File: src/design/constrained_iss_clustering_macros.svh
// Assertion helpers shared by the clustering block
`ifndef CONSTRAINED_ISS_CLUSTERING_MACROS_SVH
`define CONSTRAINED_ISS_CLUSTERING_MACROS_SVH

// Condition must never hold outside reset
`define CISS_NEVER(lbl, expr, msg) \
   lbl: assert property (@(posedge clock) disable iff (reset) !(expr)) else $error(msg);

// Antecedent implies consequent in the same cycle
`define CISS_IMPLY(lbl, ante, cons, msg) \
   lbl: assert property (@(posedge clock) disable iff (reset) (ante) |-> (cons)) \
      else $error(msg);

// Antecedent implies consequent in the next cycle
`define CISS_NEXT(lbl, ante, cons, msg) \
   lbl: assert property (@(posedge clock) disable iff (reset) (ante) |=> (cons)) \
      else $error(msg);

`endif

File: src/design/ciss_pkg.sv
package ciss_pkg;

   // Default sizing
   localparam int MAX_SAMPLES_DEF = 64;
   localparam int DIST_WIDTH_DEF  = 40;

   // Fixed field widths
   localparam int IN_W     = 32;
   localparam int NSAMP_W  = 7;
   localparam int IDX_W    = 6;
   localparam int HEIGHT_W = 48;

   localparam logic [HEIGHT_W-1:0] HEIGHT_MAX = {HEIGHT_W{1'b1}};

endpackage

File: src/design/ciss_arith.sv
// Shared update unit: three products through one multiplier, a compare,
// then a restoring divide one quotient bit per cycle with rounding and
// saturation.
module ciss_arith #(
   parameter int DW = ciss_pkg::DIST_WIDTH_DEF,
   parameter int CW = 7
) (
   input  logic          clock,
   input  logic          reset,
   input  logic          start,
   input  logic [DW-1:0] d1,
   input  logic [DW-1:0] d2,
   input  logic [DW-1:0] dmin,
   input  logic [CW-1:0] w1,
   input  logic [CW-1:0] w2,
   input  logic [CW-1:0] w3,
   input  logic [CW-1:0] den,
   output logic          done,
   output logic [DW-1:0] result
);

   localparam int PRW = DW + CW;
   localparam int SW  = PRW + 1;
   localparam int NW  = SW + 1;
   localparam int KW  = $clog2(NW + 1);

   typedef enum logic [6:0] {
      A_IDLE = 7'b0000001,
      A_M1   = 7'b0000010,
      A_M2   = 7'b0000100,
      A_M3   = 7'b0001000,
      A_CHK  = 7'b0010000,
      A_DIV  = 7'b0100000,
      A_SAT  = 7'b1000000
   } astate_type;

   astate_type state_ff, state_in;
   logic [DW-1:0]  d1_ff, d1_in, d2_ff, d2_in, dm_ff, dm_in;
   logic [CW-1:0]  w1_ff, w1_in, w2_ff, w2_in, w3_ff, w3_in, den_ff, den_in;
   logic [PRW-1:0] prod_ff, prod_in;
   logic [SW-1:0]  acc_ff, acc_in;
   logic [NW-1:0]  num_ff, num_in;
   logic [CW-1:0]  rem_ff, rem_in;
   logic [KW-1:0]  cnt_ff, cnt_in;
   logic           done_ff, done_in;
   logic [DW-1:0]  res_ff, res_in;
   logic [DW-1:0]  mul_a;
   logic [CW-1:0]  mul_b;
   logic [CW:0]    trial;

   // Select multiplier operands
   always_comb begin
      case (state_ff)
         A_M1:    begin mul_a = d1_ff; mul_b = w1_ff; end
         A_M2:    begin mul_a = d2_ff; mul_b = w2_ff; end
         default: begin mul_a = dm_ff; mul_b = w3_ff; end
      endcase
   end

   assign prod_in = PRW'(mul_a) * PRW'(mul_b);
   assign trial   = {rem_ff, num_ff[NW-1]};

   // Sequence the update
   always_comb begin
      state_in = state_ff;
      d1_in = d1_ff; d2_in = d2_ff; dm_in = dm_ff;
      w1_in = w1_ff; w2_in = w2_ff; w3_in = w3_ff; den_in = den_ff;
      acc_in = acc_ff; num_in = num_ff; rem_in = rem_ff; cnt_in = cnt_ff;
      done_in = 1'b0; res_in = res_ff;
      unique case (state_ff)
         A_IDLE: begin
            if (start) begin
               d1_in = d1; d2_in = d2; dm_in = dmin;
               w1_in = w1; w2_in = w2; w3_in = w3; den_in = den;
               state_in = A_M1;
            end
         end
         A_M1: state_in = A_M2;
         A_M2: begin
            acc_in   = SW'(prod_ff);
            state_in = A_M3;
         end
         A_M3: begin
            acc_in   = acc_ff + SW'(prod_ff);
            state_in = A_CHK;
         end
         A_CHK: begin
            if (acc_ff <= SW'(prod_ff)) begin
               res_in   = '0;
               done_in  = 1'b1;
               state_in = A_IDLE;
            end else begin
               num_in   = NW'(acc_ff - SW'(prod_ff)) + NW'(den_ff >> 1);
               rem_in   = '0;
               cnt_in   = KW'(NW);
               state_in = A_DIV;
            end
         end
         A_DIV: begin
            if (trial >= {1'b0, den_ff}) begin
               rem_in = CW'(trial - {1'b0, den_ff});
               num_in = {num_ff[NW-2:0], 1'b1};
            end else begin
               rem_in = trial[CW-1:0];
               num_in = {num_ff[NW-2:0], 1'b0};
            end
            cnt_in = cnt_ff - KW'(1);
            if (cnt_ff == KW'(1)) state_in = A_SAT;
         end
         A_SAT: begin
            res_in   = (|num_ff[NW-1:DW]) ? {DW{1'b1}} : num_ff[DW-1:0];
            done_in  = 1'b1;
            state_in = A_IDLE;
         end
         default: state_in = A_IDLE;
      endcase
   end

   always_ff @(posedge clock) begin
      if (reset) begin
         state_ff <= A_IDLE;
         done_ff  <= 1'b0;
      end else begin
         state_ff <= state_in;
         done_ff  <= done_in;
      end
      d1_ff <= d1_in; d2_ff <= d2_in; dm_ff <= dm_in;
      w1_ff <= w1_in; w2_ff <= w2_in; w3_ff <= w3_in; den_ff <= den_in;
      prod_ff <= prod_in; acc_ff <= acc_in; num_ff <= num_in;
      rem_ff <= rem_in; cnt_ff <= cnt_in; res_ff <= res_in;
   end

   assign done   = done_ff;
   assign result = res_ff;

endmodule

File: config.mk
export PLATFORM = sky130hd
export DESIGN_NAME = ciss_arith
export DESIGN_NICKNAME = d
export VERILOG_FILES = /design/src/design/constrained_iss_clustering_macros.svh /design/src/design/ciss_pkg.sv /design/src/design/ciss_arith.sv
export SDC_FILE = /design/constraint.sdc
export NUM_CORES = 1
export LEC_CHECK = 0
export BUFFER_PORTS_ARGS = -buffer_cell sky130_fd_sc_hd__buf_2
export CAP_MARGIN = 20
export CORE_ASPECT_RATIO = 1.5
export CORE_UTILIZATION = 60
export DETAILED_ROUTE_END_ITERATION = 7
export PLACE_DENSITY = 0.79
export SKIP_LAST_GASP = 1
export SLEW_MARGIN = 10
export SYNTH_ARGS = -nofsm -noshare
export SYNTH_HDL_FRONTEND = slang
export SYNTH_SLANG_ARGS = --single-unit
export TNS_END_PERCENT = 30
File: constraint.sdc
create_clock -name clock -period 21.3 [get_ports clock]
set_input_delay 1.065 -clock clock [delete_from_list [all_inputs] [get_ports clock]]
set_output_delay 1.065 -clock clock [all_outputs]
set_load 0.01 [all_outputs]
==> Implementation_results.wiki, run 1 <==
{| class="wikitable"
! Metric !! Value
|-
| Critical Path End Type || register
|-
| GP Congestion || 0.890
|-
| Die X || between 150 and 200 µm
|-
| Maximum clock path buffer count || 3
|-
| Area delta synth->final || 9.48%
|-
| Total leakage power || 13.8 nW
|-
| Startpoint class of the critical path || register
|-
| Post-synthesis register bit count || 353
|-
| Cell family with the largest share of critical-path delay || adder cells
|-
| Cells taking the most area after synthesis || sky130_fd_sc_hd__edfxtp_1, sky130_fd_sc_hd__fa_1, sky130_fd_sc_hd__ha_1
|-
| Worst R2R Start || state_ff[3]
|-
| Count of buffer and inverter cells on the critical path || 4
|-
| Clock latency at the later pin of the worst-skew pair || 0.54 ns
|-
| Launching instance or port of the critical path || state_ff[3]
|-
| Minimum setup slack among reg-to-reg paths || roughly 13 ns
|-
| Post-synthesis area per instance || about 9.6 µm²
|-
| Clock tree from TritonCTS || yes
|-
| Vias in the first global route || 21,800
|-
| Number of distinct library cell variants in the gate-level netlist after synthesis || about 80
|-
| Buffers on Ports || 191
|-
| # clock sinks || between 300 and 400
|-
| Net count after synthesis || around 3,600
|-
| Violated checks || DRC
|-
| Netlist area before placement || 28,400 µm²
|-
| Number of cells traversed by the worst register-to-register path || 26
|-
| Final setup violation count || 0
|-
| Worst-case headroom to the max-slew limit || a little over a third
|-
| Wire length of the first global-routing pass || roughly 110,000 µm
|-
| Highest clock rate || between 100 and 150 MHz
|-
| Number of placement rows || between 90 and 100
|-
| Final design area excluding fillers || 31,100 µm²
|-
| Die area || just under 50,000 µm²
|-
| Final net count || ~3,700
|-
| Status || finished, violations left
|-
| CP Class || reg2reg
|-
| Worst-Margin Slew || roughly 1 ns
|-
| Final Cycle Share || ~40%
|-
| Average wire per standard cell || ~17 µm
|-
| Worst vdd rail ir drop || around 0.099 mV
|-
| Clock root buffer || sky130_fd_sc_hd__clkbuf_16
|-
| Cts bufs inserted || 35
|-
| Initial DRC Count || roughly 1,400
|-
| End point of the critical path || prod_ff[43]
|-
| Pin count of the biggest net entering global routing || between 90 and 100
|-
| Levels on crit path || 26
|-
| Total global-route track usage || 26.9%
|-
| Instance area after placement || roughly 30,000 µm²
|-
| Antenna fix cells || 0
|-
| Starting density of the core || between 60 and 70%
|-
| Final routed wirelength across all metal layers || between 60,000 and 70,000 µm
|-
| Fin Clk Skew || 0.0204 ns
|-
| Number of enable flip-flop cells after synthesis || about 300
|-
| Remaining routing DRC violations || 13
|-
| PostCTS Resize Cnt || 0
|-
| Total vias in the final route || around 22,000
|-
| Number of I/O pins || 192
|-
| Proportion of synthesized chip area in sequential cells || between 30% and 40%
|-
| RSZ-0062 raised after global routing || no
|-
| Hold Violations, Final || 0
|-
| Slowest-stage cell, CP || sky130_fd_sc_hd__a221oi_1
|-
| Number of antenna violations at the first check in global routing || 0
|-
| Class of the worst hold path || reg2reg
|-
| Proportion of layout cells with a drive suffix above 1 || a little over 10%
|-
| CTS H-Tree Depth || 2
|-
| Post-synthesis cell type with the largest combined area || sky130_fd_sc_hd__edfxtp_1
|-
| Detailed-route vias per instance || roughly 5.8
|-
| Number of warnings issued by yosys || 0
|-
| CTS clock-pin slew for the worst setup and hold paths || 0.06 ns
|-
| Core footprint || 46,700 µm²
|-
| Most used DFF post-synth || sky130_fd_sc_hd__edfxtp_1
|-
| 1st-pass router iterations || 7
|-
| Share of Yosys cell area claimed by the top area cell type || a little under a third
|-
| Final setup TNS || 0 ns
|-
| Final min period || roughly 8.6 ns
|-
| Max-capacitance violation count || 0
|-
| Worst path required time || 21.71 ns
|-
| Half-perimeter wire length of the detailed placement result || roughly 50,000 µm
|-
| Post-CTS Hold Buffers || 0
|-
| Post-detailed-route count of antenna-violating nets || 0
|-
| Setup repair bufs after CTS || 0
|-
| Peak fanout along the critical path || 56
|-
| Gate count of the mapped netlist || 2,974
|-
| Biggest cell delay along the critical path || between 0.5 and 0.6 ns
|-
| Async set-reset flop share out of synthesis || 0%
|-
| GR Overflow Total || 0
|-
| Final slew viol count || 0
|-
| Floorplan die height || 269 µm
|-
| Critical Path Most Common Cell || sky130_fd_sc_hd__fa_1
|-
| Endpoint of the worst register-to-register path || prod_ff[43]
|-
| Crit path arrival time || around 9 ns
|-
| Power Density || ~170 nW/µm²
|}
-- metrics by stage --
step / worst slack, ns / total power, mW / hold WS (ns) / instances / utilization (%)
final: 12.73 / 5.20 / 0.554 / 3734 / 66.7
after global routing: 12.31 / 5.71 / 0.586 / 3734 / 66.7
after CTS: 12.72 / 5.20 / 0.558 / 3733 / 66.6
after detailed placement: 12.78 / 4.57 / 0.543 / 3672 / 64.3
after global placement: 13.12 / 4.48 / 0.535 / 3672 / 64.3
after floorplan: 14.36 / 3.82 / 0.518 / 2974 / -
-- worst reg2reg max path, stage by stage, from the launching register on --
cell and delay (ns):
sky130_fd_sc_hd__dfxtp_1 0.37, sky130_fd_sc_hd__nor3_1 0.33, sky130_fd_sc_hd__nand2_1 0.19, sky130_fd_sc_hd__nor3b_2 0.19, sky130_fd_sc_hd__buf_4 0.58, sky130_fd_sc_hd__nor2_4 0.36, sky130_fd_sc_hd__and2_1 0.32, sky130_fd_sc_hd__a221oi_4 0.19
sky130_fd_sc_hd__buf_4 0.42, sky130_fd_sc_hd__nor2_1 0.18, sky130_fd_sc_hd__fa_1 0.54, sky130_fd_sc_hd__fa_1 0.52, sky130_fd_sc_hd__fa_1 0.54, sky130_fd_sc_hd__inv_1 0.05, sky130_fd_sc_hd__fa_1 0.52, sky130_fd_sc_hd__inv_1 0.04
sky130_fd_sc_hd__ha_1 0.37, sky130_fd_sc_hd__a21o_1 0.22, sky130_fd_sc_hd__a21o_1 0.17, sky130_fd_sc_hd__a21o_1 0.18, sky130_fd_sc_hd__o31ai_1 0.54, sky130_fd_sc_hd__nand4_1 0.23, sky130_fd_sc_hd__a221oi_1 0.59, sky130_fd_sc_hd__a21oi_1 0.22
sky130_fd_sc_hd__o221ai_1 0.27, sky130_fd_sc_hd__mux2i_1 0.26, sky130_fd_sc_hd__nand2_1 0.07
-- report_power, final --
part / leakage (nW) / total (mW) / switching [mW] / internal [mW]
registers: 3.31 / 1.00 / 0.0748 / 0.930
clock network: 0.523 / 0.598 / 0.266 / 0.331
logic: 10.0 / 3.60 / 2.13 / 1.47
total: 13.8 / 5.20 / 2.47 / 2.73
-- metal layers --
layer	vias up	GRT usage, %	wire length [µm]
met2	686	49.1	33000
li1	10400	-	-
met4	0	12.6	2740
met5	-	0	0
met1	10300	31.7	25800
met3	152	2.92	2990
-- cell usage after synthesis (all sizes together), types with 14 or more instances --
master / n
o21ai: 155
a22o: 35
inv: 373
and2: 23
a21oi: 214
a21o: 35
nand2: 201
nor2: 428
nor3: 32
xor2: 40
ha: 218
nand2b: 36
edfxtp: 298
nand3: 38
nor4: 15
nor2b: 48
o211ai: 14
o21bai: 32
fa: 217
o31ai: 21
clkbuf: 98
or2: 31
xnor2: 94
nand4: 26
a221oi: 18
dfxtp: 55
o21a: 15
-- cell type report --
type                    instances  area [µm²]
multi-input cells            2142       16700
fillers                      3665       15600
flip-flops and latches        353       10000
inverters                     374        1400
repair buffers                210        1110
clock buffers                  45         987
well taps                     594         743
clock inverters                16         109
-- registers in the layout, summed over array words and instances (netlist names) --
register  flops
num_ff       49
acc_ff       48
prod_ff      47
d1_ff        40
d2_ff        40
dm_ff        40
result       40
den_ff        7
rem_ff        7
state_ff      7
w1_ff         7
w2_ff         7
w3_ff         7
cnt_ff        6
done          1
-- layout by cell type (no fill, tap or decap), types with 13 or more instances in the layout --
master and n:
sky130_fd_sc_hd__o31ai_1 20, sky130_fd_sc_hd__xnor2_1 94, sky130_fd_sc_hd__fa_1 217, sky130_fd_sc_hd__edfxtp_1 298, sky130_fd_sc_hd__a22o_1 35, sky130_fd_sc_hd__xor2_1 40, sky130_fd_sc_hd__nor2b_1 47, sky130_fd_sc_hd__nor3_1 32
sky130_fd_sc_hd__or2_2 31, sky130_fd_sc_hd__dfxtp_1 55, sky130_fd_sc_hd__clkbuf_16 38, sky130_fd_sc_hd__nand3_1 37, sky130_fd_sc_hd__nand2b_1 36, sky130_fd_sc_hd__and2_1 20, sky130_fd_sc_hd__o21ai_0 149, sky130_fd_sc_hd__a21oi_1 214
sky130_fd_sc_hd__ha_1 218, sky130_fd_sc_hd__o21a_1 15, sky130_fd_sc_hd__o21bai_1 32, sky130_fd_sc_hd__buf_2 191, sky130_fd_sc_hd__o211ai_1 13, sky130_fd_sc_hd__nand4_1 26, sky130_fd_sc_hd__nand2_1 199, sky130_fd_sc_hd__inv_1 373
sky130_fd_sc_hd__nor2_1 427, sky130_fd_sc_hd__nor4_1 15, sky130_fd_sc_hd__a21o_1 35, sky130_fd_sc_hd__buf_4 18
-- kinds of logic after synthesis --
group	count (synthesis)	share of synthesized area, %
AOI/OAI and AO/OA	636	14.2
adders and majority gates	435	24.9
xor gates and xnor gates	134	4.13
muxes	9	0.321
DFF	353	35.3
and+or+nand+nor	928	14.8
buffers and inverters	479	6.33
-- how the worst min path moves through the flow --
stage                start  depth (start not counted)          to  slack, ns
2_1_floorplan   num_ff[21]                          2  num_ff[22]       0.52
3_3_place_gp    num_ff[21]                          2  num_ff[22]       0.54
3_5_place_dp    num_ff[37]                          2  num_ff[38]       0.54
4_1_cts        prod_ff[16]                          2  acc_ff[16]       0.56
5_1_grt         num_ff[13]                          2  num_ff[14]       0.59
6_report        num_ff[25]                          2  num_ff[26]       0.55
Note: power is estimated with default switching activity, not from simulation.
==> run 2, diff against run 1 <==
ABC_AREA = 1   (was not set)
clock period = 8.9 ns   (was 21.3 ns; I/O delays follow)
==> run 2 against run 1 <==
Net effect: sequential share of layout area is 3.7 points lower; global-route usage up 9.9 points; flip-flop and latch count did not move; largest cell class unchanged; critical path depth did not move; register-to-register slack worse by 11 ns; via count rose by 32%; the run now ends clean; fmax grew 22%; synthesized cell count grew 45%; cell area up 13%.
==> Implementation_results.wiki, run 2 <==
{| class="wikitable"
! Metric !! Value
|-
| Startpoint class of the critical path || register
|-
| Crit path arrival time || 7.50 ns (-1.48 ns)
|-
| Floorplan die height || 286 µm (+6.4%)
|-
| Number of cells traversed by the worst register-to-register path || 26 (unchanged)
|-
| Filler Cell Count || 4,720 (+29%)
|-
| Count of buffer and inverter cells on the critical path || 8 (+4)
|-
| Cells taking the most area after synthesis || sky130_fd_sc_hd__edfxtp_1, sky130_fd_sc_hd__nand2_1, sky130_fd_sc_hd__fa_1
|-
| Critical Path End Type || register
|-
| Half-perimeter wire length of the detailed placement result || 78,700 µm (+57%)
|-
| Worst path required time || 9.36 ns (-12.35 ns)
|-
| Buffers on Ports || 191 (unchanged)
|-
| Hold Violations, Final || 0 (unchanged)
|-
| Setup repair bufs after CTS || 0 (unchanged)
|-
| Number of I/O pins || 192 (unchanged)
|-
| Number of enable flip-flop cells after synthesis || 298 (unchanged)
|-
| Proportion of layout cells with a drive suffix above 1 || 7.65% (-2.5 points)
|-
| Clock tree from TritonCTS || yes
|-
| Max-capacitance violation count || 0 (unchanged)
|-
| Final net count || 5,081 (+37%)
|-
| CTS clock-pin slew for the worst setup and hold paths || 0.07 ns (about the same)
|-
| Most used DFF post-synth || sky130_fd_sc_hd__edfxtp_1
|-
| Die area || 54,700 µm² (+13%)
|-
| # clock sinks || 353 (unchanged)
|-
| Final Cycle Share || 79.1% (+39 points)
|-
| Most common cell after layout, fill and taps aside || sky130_fd_sc_hd__nand2_1
|-
| Biggest cell delay along the critical path || 0.66 ns (+0.07 ns)
|-
| Class of the worst hold path || in2reg
|-
| Share of Yosys cell area claimed by the top area cell type || 27.8% (-3.7 points)
|-
| 1st-pass router iterations || 6 (-1)
|-
| Total vias in the final route || 28,500 (+32%)
|-
| Post-detailed-route count of antenna-violating nets || 0 (unchanged)
|-
| Highest clock rate || 142 MHz (+22%)
|-
| Post-synthesis area per instance || 7.47 µm² (-22%)
|-
| PostCTS Resize Cnt || 0 (unchanged)
|-
| Final setup violation count || 0 (unchanged)
|-
| Worst-Margin Slew || 1.01 ns (+0.0297 ns)
|-
| Status || complete, no violations
|-
| Levels on crit path || 26 (unchanged)
|-
| GP Congestion || 1.12 (+26%)
|-
| Post-synthesis register bit count || 353 (unchanged)
|-
| Antenna fix cells || 0 (unchanged)
|-
| Clock root buffer || sky130_fd_sc_hd__clkbuf_16
|-
| Cts bufs inserted || 36 (+2.9%)
|-
| Number of antenna violations at the first check in global routing || 0 (unchanged)
|-
| Die X || 191 µm (+6.4%)
|-
| Cell family with the largest share of critical-path delay || adder cells
|-
| RSZ-0062 raised after global routing || no
|-
| CP Class || reg2reg
|-
| Number of distinct library cell variants in the gate-level netlist after synthesis || 37 (-54%)
|-
| Final slew viol count || 0 (unchanged)
|-
| Count of non-filler cells in the finished layout || 5,204 (+39%)
|-
| Number of placed instances with taps included || 5,139 (+40%)
|-
| Pin count of the biggest net entering global routing || 79 (-13%)
|-
| Commonest non-fill, non-tap cells in the layout || sky130_fd_sc_hd__nand2_1, sky130_fd_sc_hd__inv_1, sky130_fd_sc_hd__nor2_1
|-
| Detailed-route vias per instance || 5.47 (-5.2%)
|-
| Post-CTS Hold Buffers || 0 (unchanged)
|-
| GR Overflow Total || 0 (unchanged)
|-
| Async set-reset flop share out of synthesis || 0% (unchanged)
|-
| Flip-flop count of the largest register, all copies and words added || 49 (unchanged)
|-
| CTS H-Tree Depth || 2 (unchanged)
|-
| Remaining routing DRC violations || 0 (-13)
|-
| Number of warnings issued by yosys || 0 (unchanged)
|-
| Wire length of the first global-routing pass || 152,000 µm (+45%)
|-
| Min Hold Slack || 0.0267 ns (-0.527 ns)
|-
| Clock latency at the later pin of the worst-skew pair || 0.59 ns (+0.05 ns)
|-
| Number of placement rows || 103 (+6.2%)
|-
| Total global-route track usage || 36.7% (+9.9 points)
|-
| Average wire per standard cell || 18.8 µm (+8.6%)
|-
| Final setup TNS || 0 ns (unchanged)
|-
| Final min period || 7.04 ns (-1.53 ns)
|-
| Final routed wirelength across all metal layers || 97,600 µm (+51%)
|-
| Min-Delay Path Depth || 1 (-1)
|-
| Vias in the first global route || 29,300 (+35%)
|-
| Netlist area before placement || 32,200 µm² (+13%)
|-
| Peak fanout along the critical path || 22 (-61%)
|-
| Gate count of the mapped netlist || 4,317 (+45%)
|-
| Worst-case headroom to the max-slew limit || 32.9% (-1.8 points)
|-
| Proportion of synthesized chip area in sequential cells || 31.2% (-4.2 points)
|-
| Slowest-stage cell, CP || sky130_fd_sc_hd__a21oi_2
|-
| Most flops, register || num_ff
|-
| Fin Clk Skew || 0.0326 ns (+0.0122 ns)
|-
| Leading cell type by number of instances after synthesis || sky130_fd_sc_hd__nand2_1
|-
| Area delta synth->final || 8.99%
|-
| Post-synthesis cell type with the largest combined area || sky130_fd_sc_hd__edfxtp_1
|-
| Net count after synthesis || 4,903 (+38%)
|-
| Initial DRC Count || 1,835 (+29%)
|-
| Largest registers || num_ff (49), acc_ff (48), prod_ff (47)
|-
| Maximum clock path buffer count || 3 (unchanged)
|-
| Core footprint || 52,800 µm² (+13%)
|-
| Commonest cells in the netlist || sky130_fd_sc_hd__nand2_1, sky130_fd_sc_hd__inv_1, sky130_fd_sc_hd__nor2_1
|-
| Starting density of the core || 61.0% (+0.13 points)
|}
## run 2: cell types whose count changed in the layout (fill, tap and decap cells not counted), sizes merged, moves of 15 or more
cell / before / now
and2: 23 / 6
nor2b: 48 / 0
nand3: 38 / 211
nand2: 201 / 1178
a22o: 35 / 0
o31ai: 21 / 5
nand4: 26 / 41
inv: 377 / 886
nor2: 428 / 543
a221oi: 18 / 0
xnor2: 94 / 8
nand2b: 36 / 0
a21o: 35 / 6
## run 2: area by class of cell
class / instances / area (µm²) / area share [%]
multi-input combinational: 3011 / 18500 / 52.7
sequential: 353 / 10000 / 28.6
inverter: 881 / 3310 / 9.41
timing repair buffer: 212 / 1110 / 3.17
clock buffer: 45 / 977 / 2.78
tap: 682 / 853 / 2.43
clock inverter: 20 / 315 / 0.897
## run 2: cells by family (layout without fill, tap and decap cells)
group / after synthesis / count (layout) / share of synthesized area, %
XOR/XNOR: 52 / 52 / 1.41
AO/OA/AOI/OAI: 455 / 455 / 8.14
buffers and inverters: 953 / 1158 / 11.5
AND/OR/NAND/NOR: 2069 / 2069 / 25.9
adder cells (fa/ha/maj): 435 / 435 / 21.9
flip-flops: 353 / 353 / 31.2
## run 2: final timing paths
check                                  from     endpoint  slack, ns
worst max-delay path            state_ff[2]  prod_ff[42]       1.86
worst min-delay path               dmin[24]    dm_ff[24]       0.03
worst max register to register  state_ff[2]  prod_ff[42]       1.86
worst min register to register    num_ff[4]    num_ff[5]       0.55
## run 2: metrics by stage
stage | area, µm² | worst slack [ns] | utilization, %
finish | 35100 | 1.86 | 66.5
global route | 35100 | 1.56 | 66.5
CTS | 35100 | 2.18 | 66.5
detailed placement | 33800 | 2.20 | 64.1
global placement | 33800 | 2.25 | 64.1
floorplan | 32200 | 1.00 | -
## run 2: layer usage
metal	part of all wire, %	vias to the layer above	global-route usage (%)
met5	0	-	0
met4	10	0	32.1
met3	5.9	418	5.48
met2	51	1166	66.9
met1	33	13100	35.6
li1	-	13800	-
Power of run 2 is left out: the tool's default activity adds up to more than one toggle a clock period on the data nets, which glitch-free logic cannot reach.
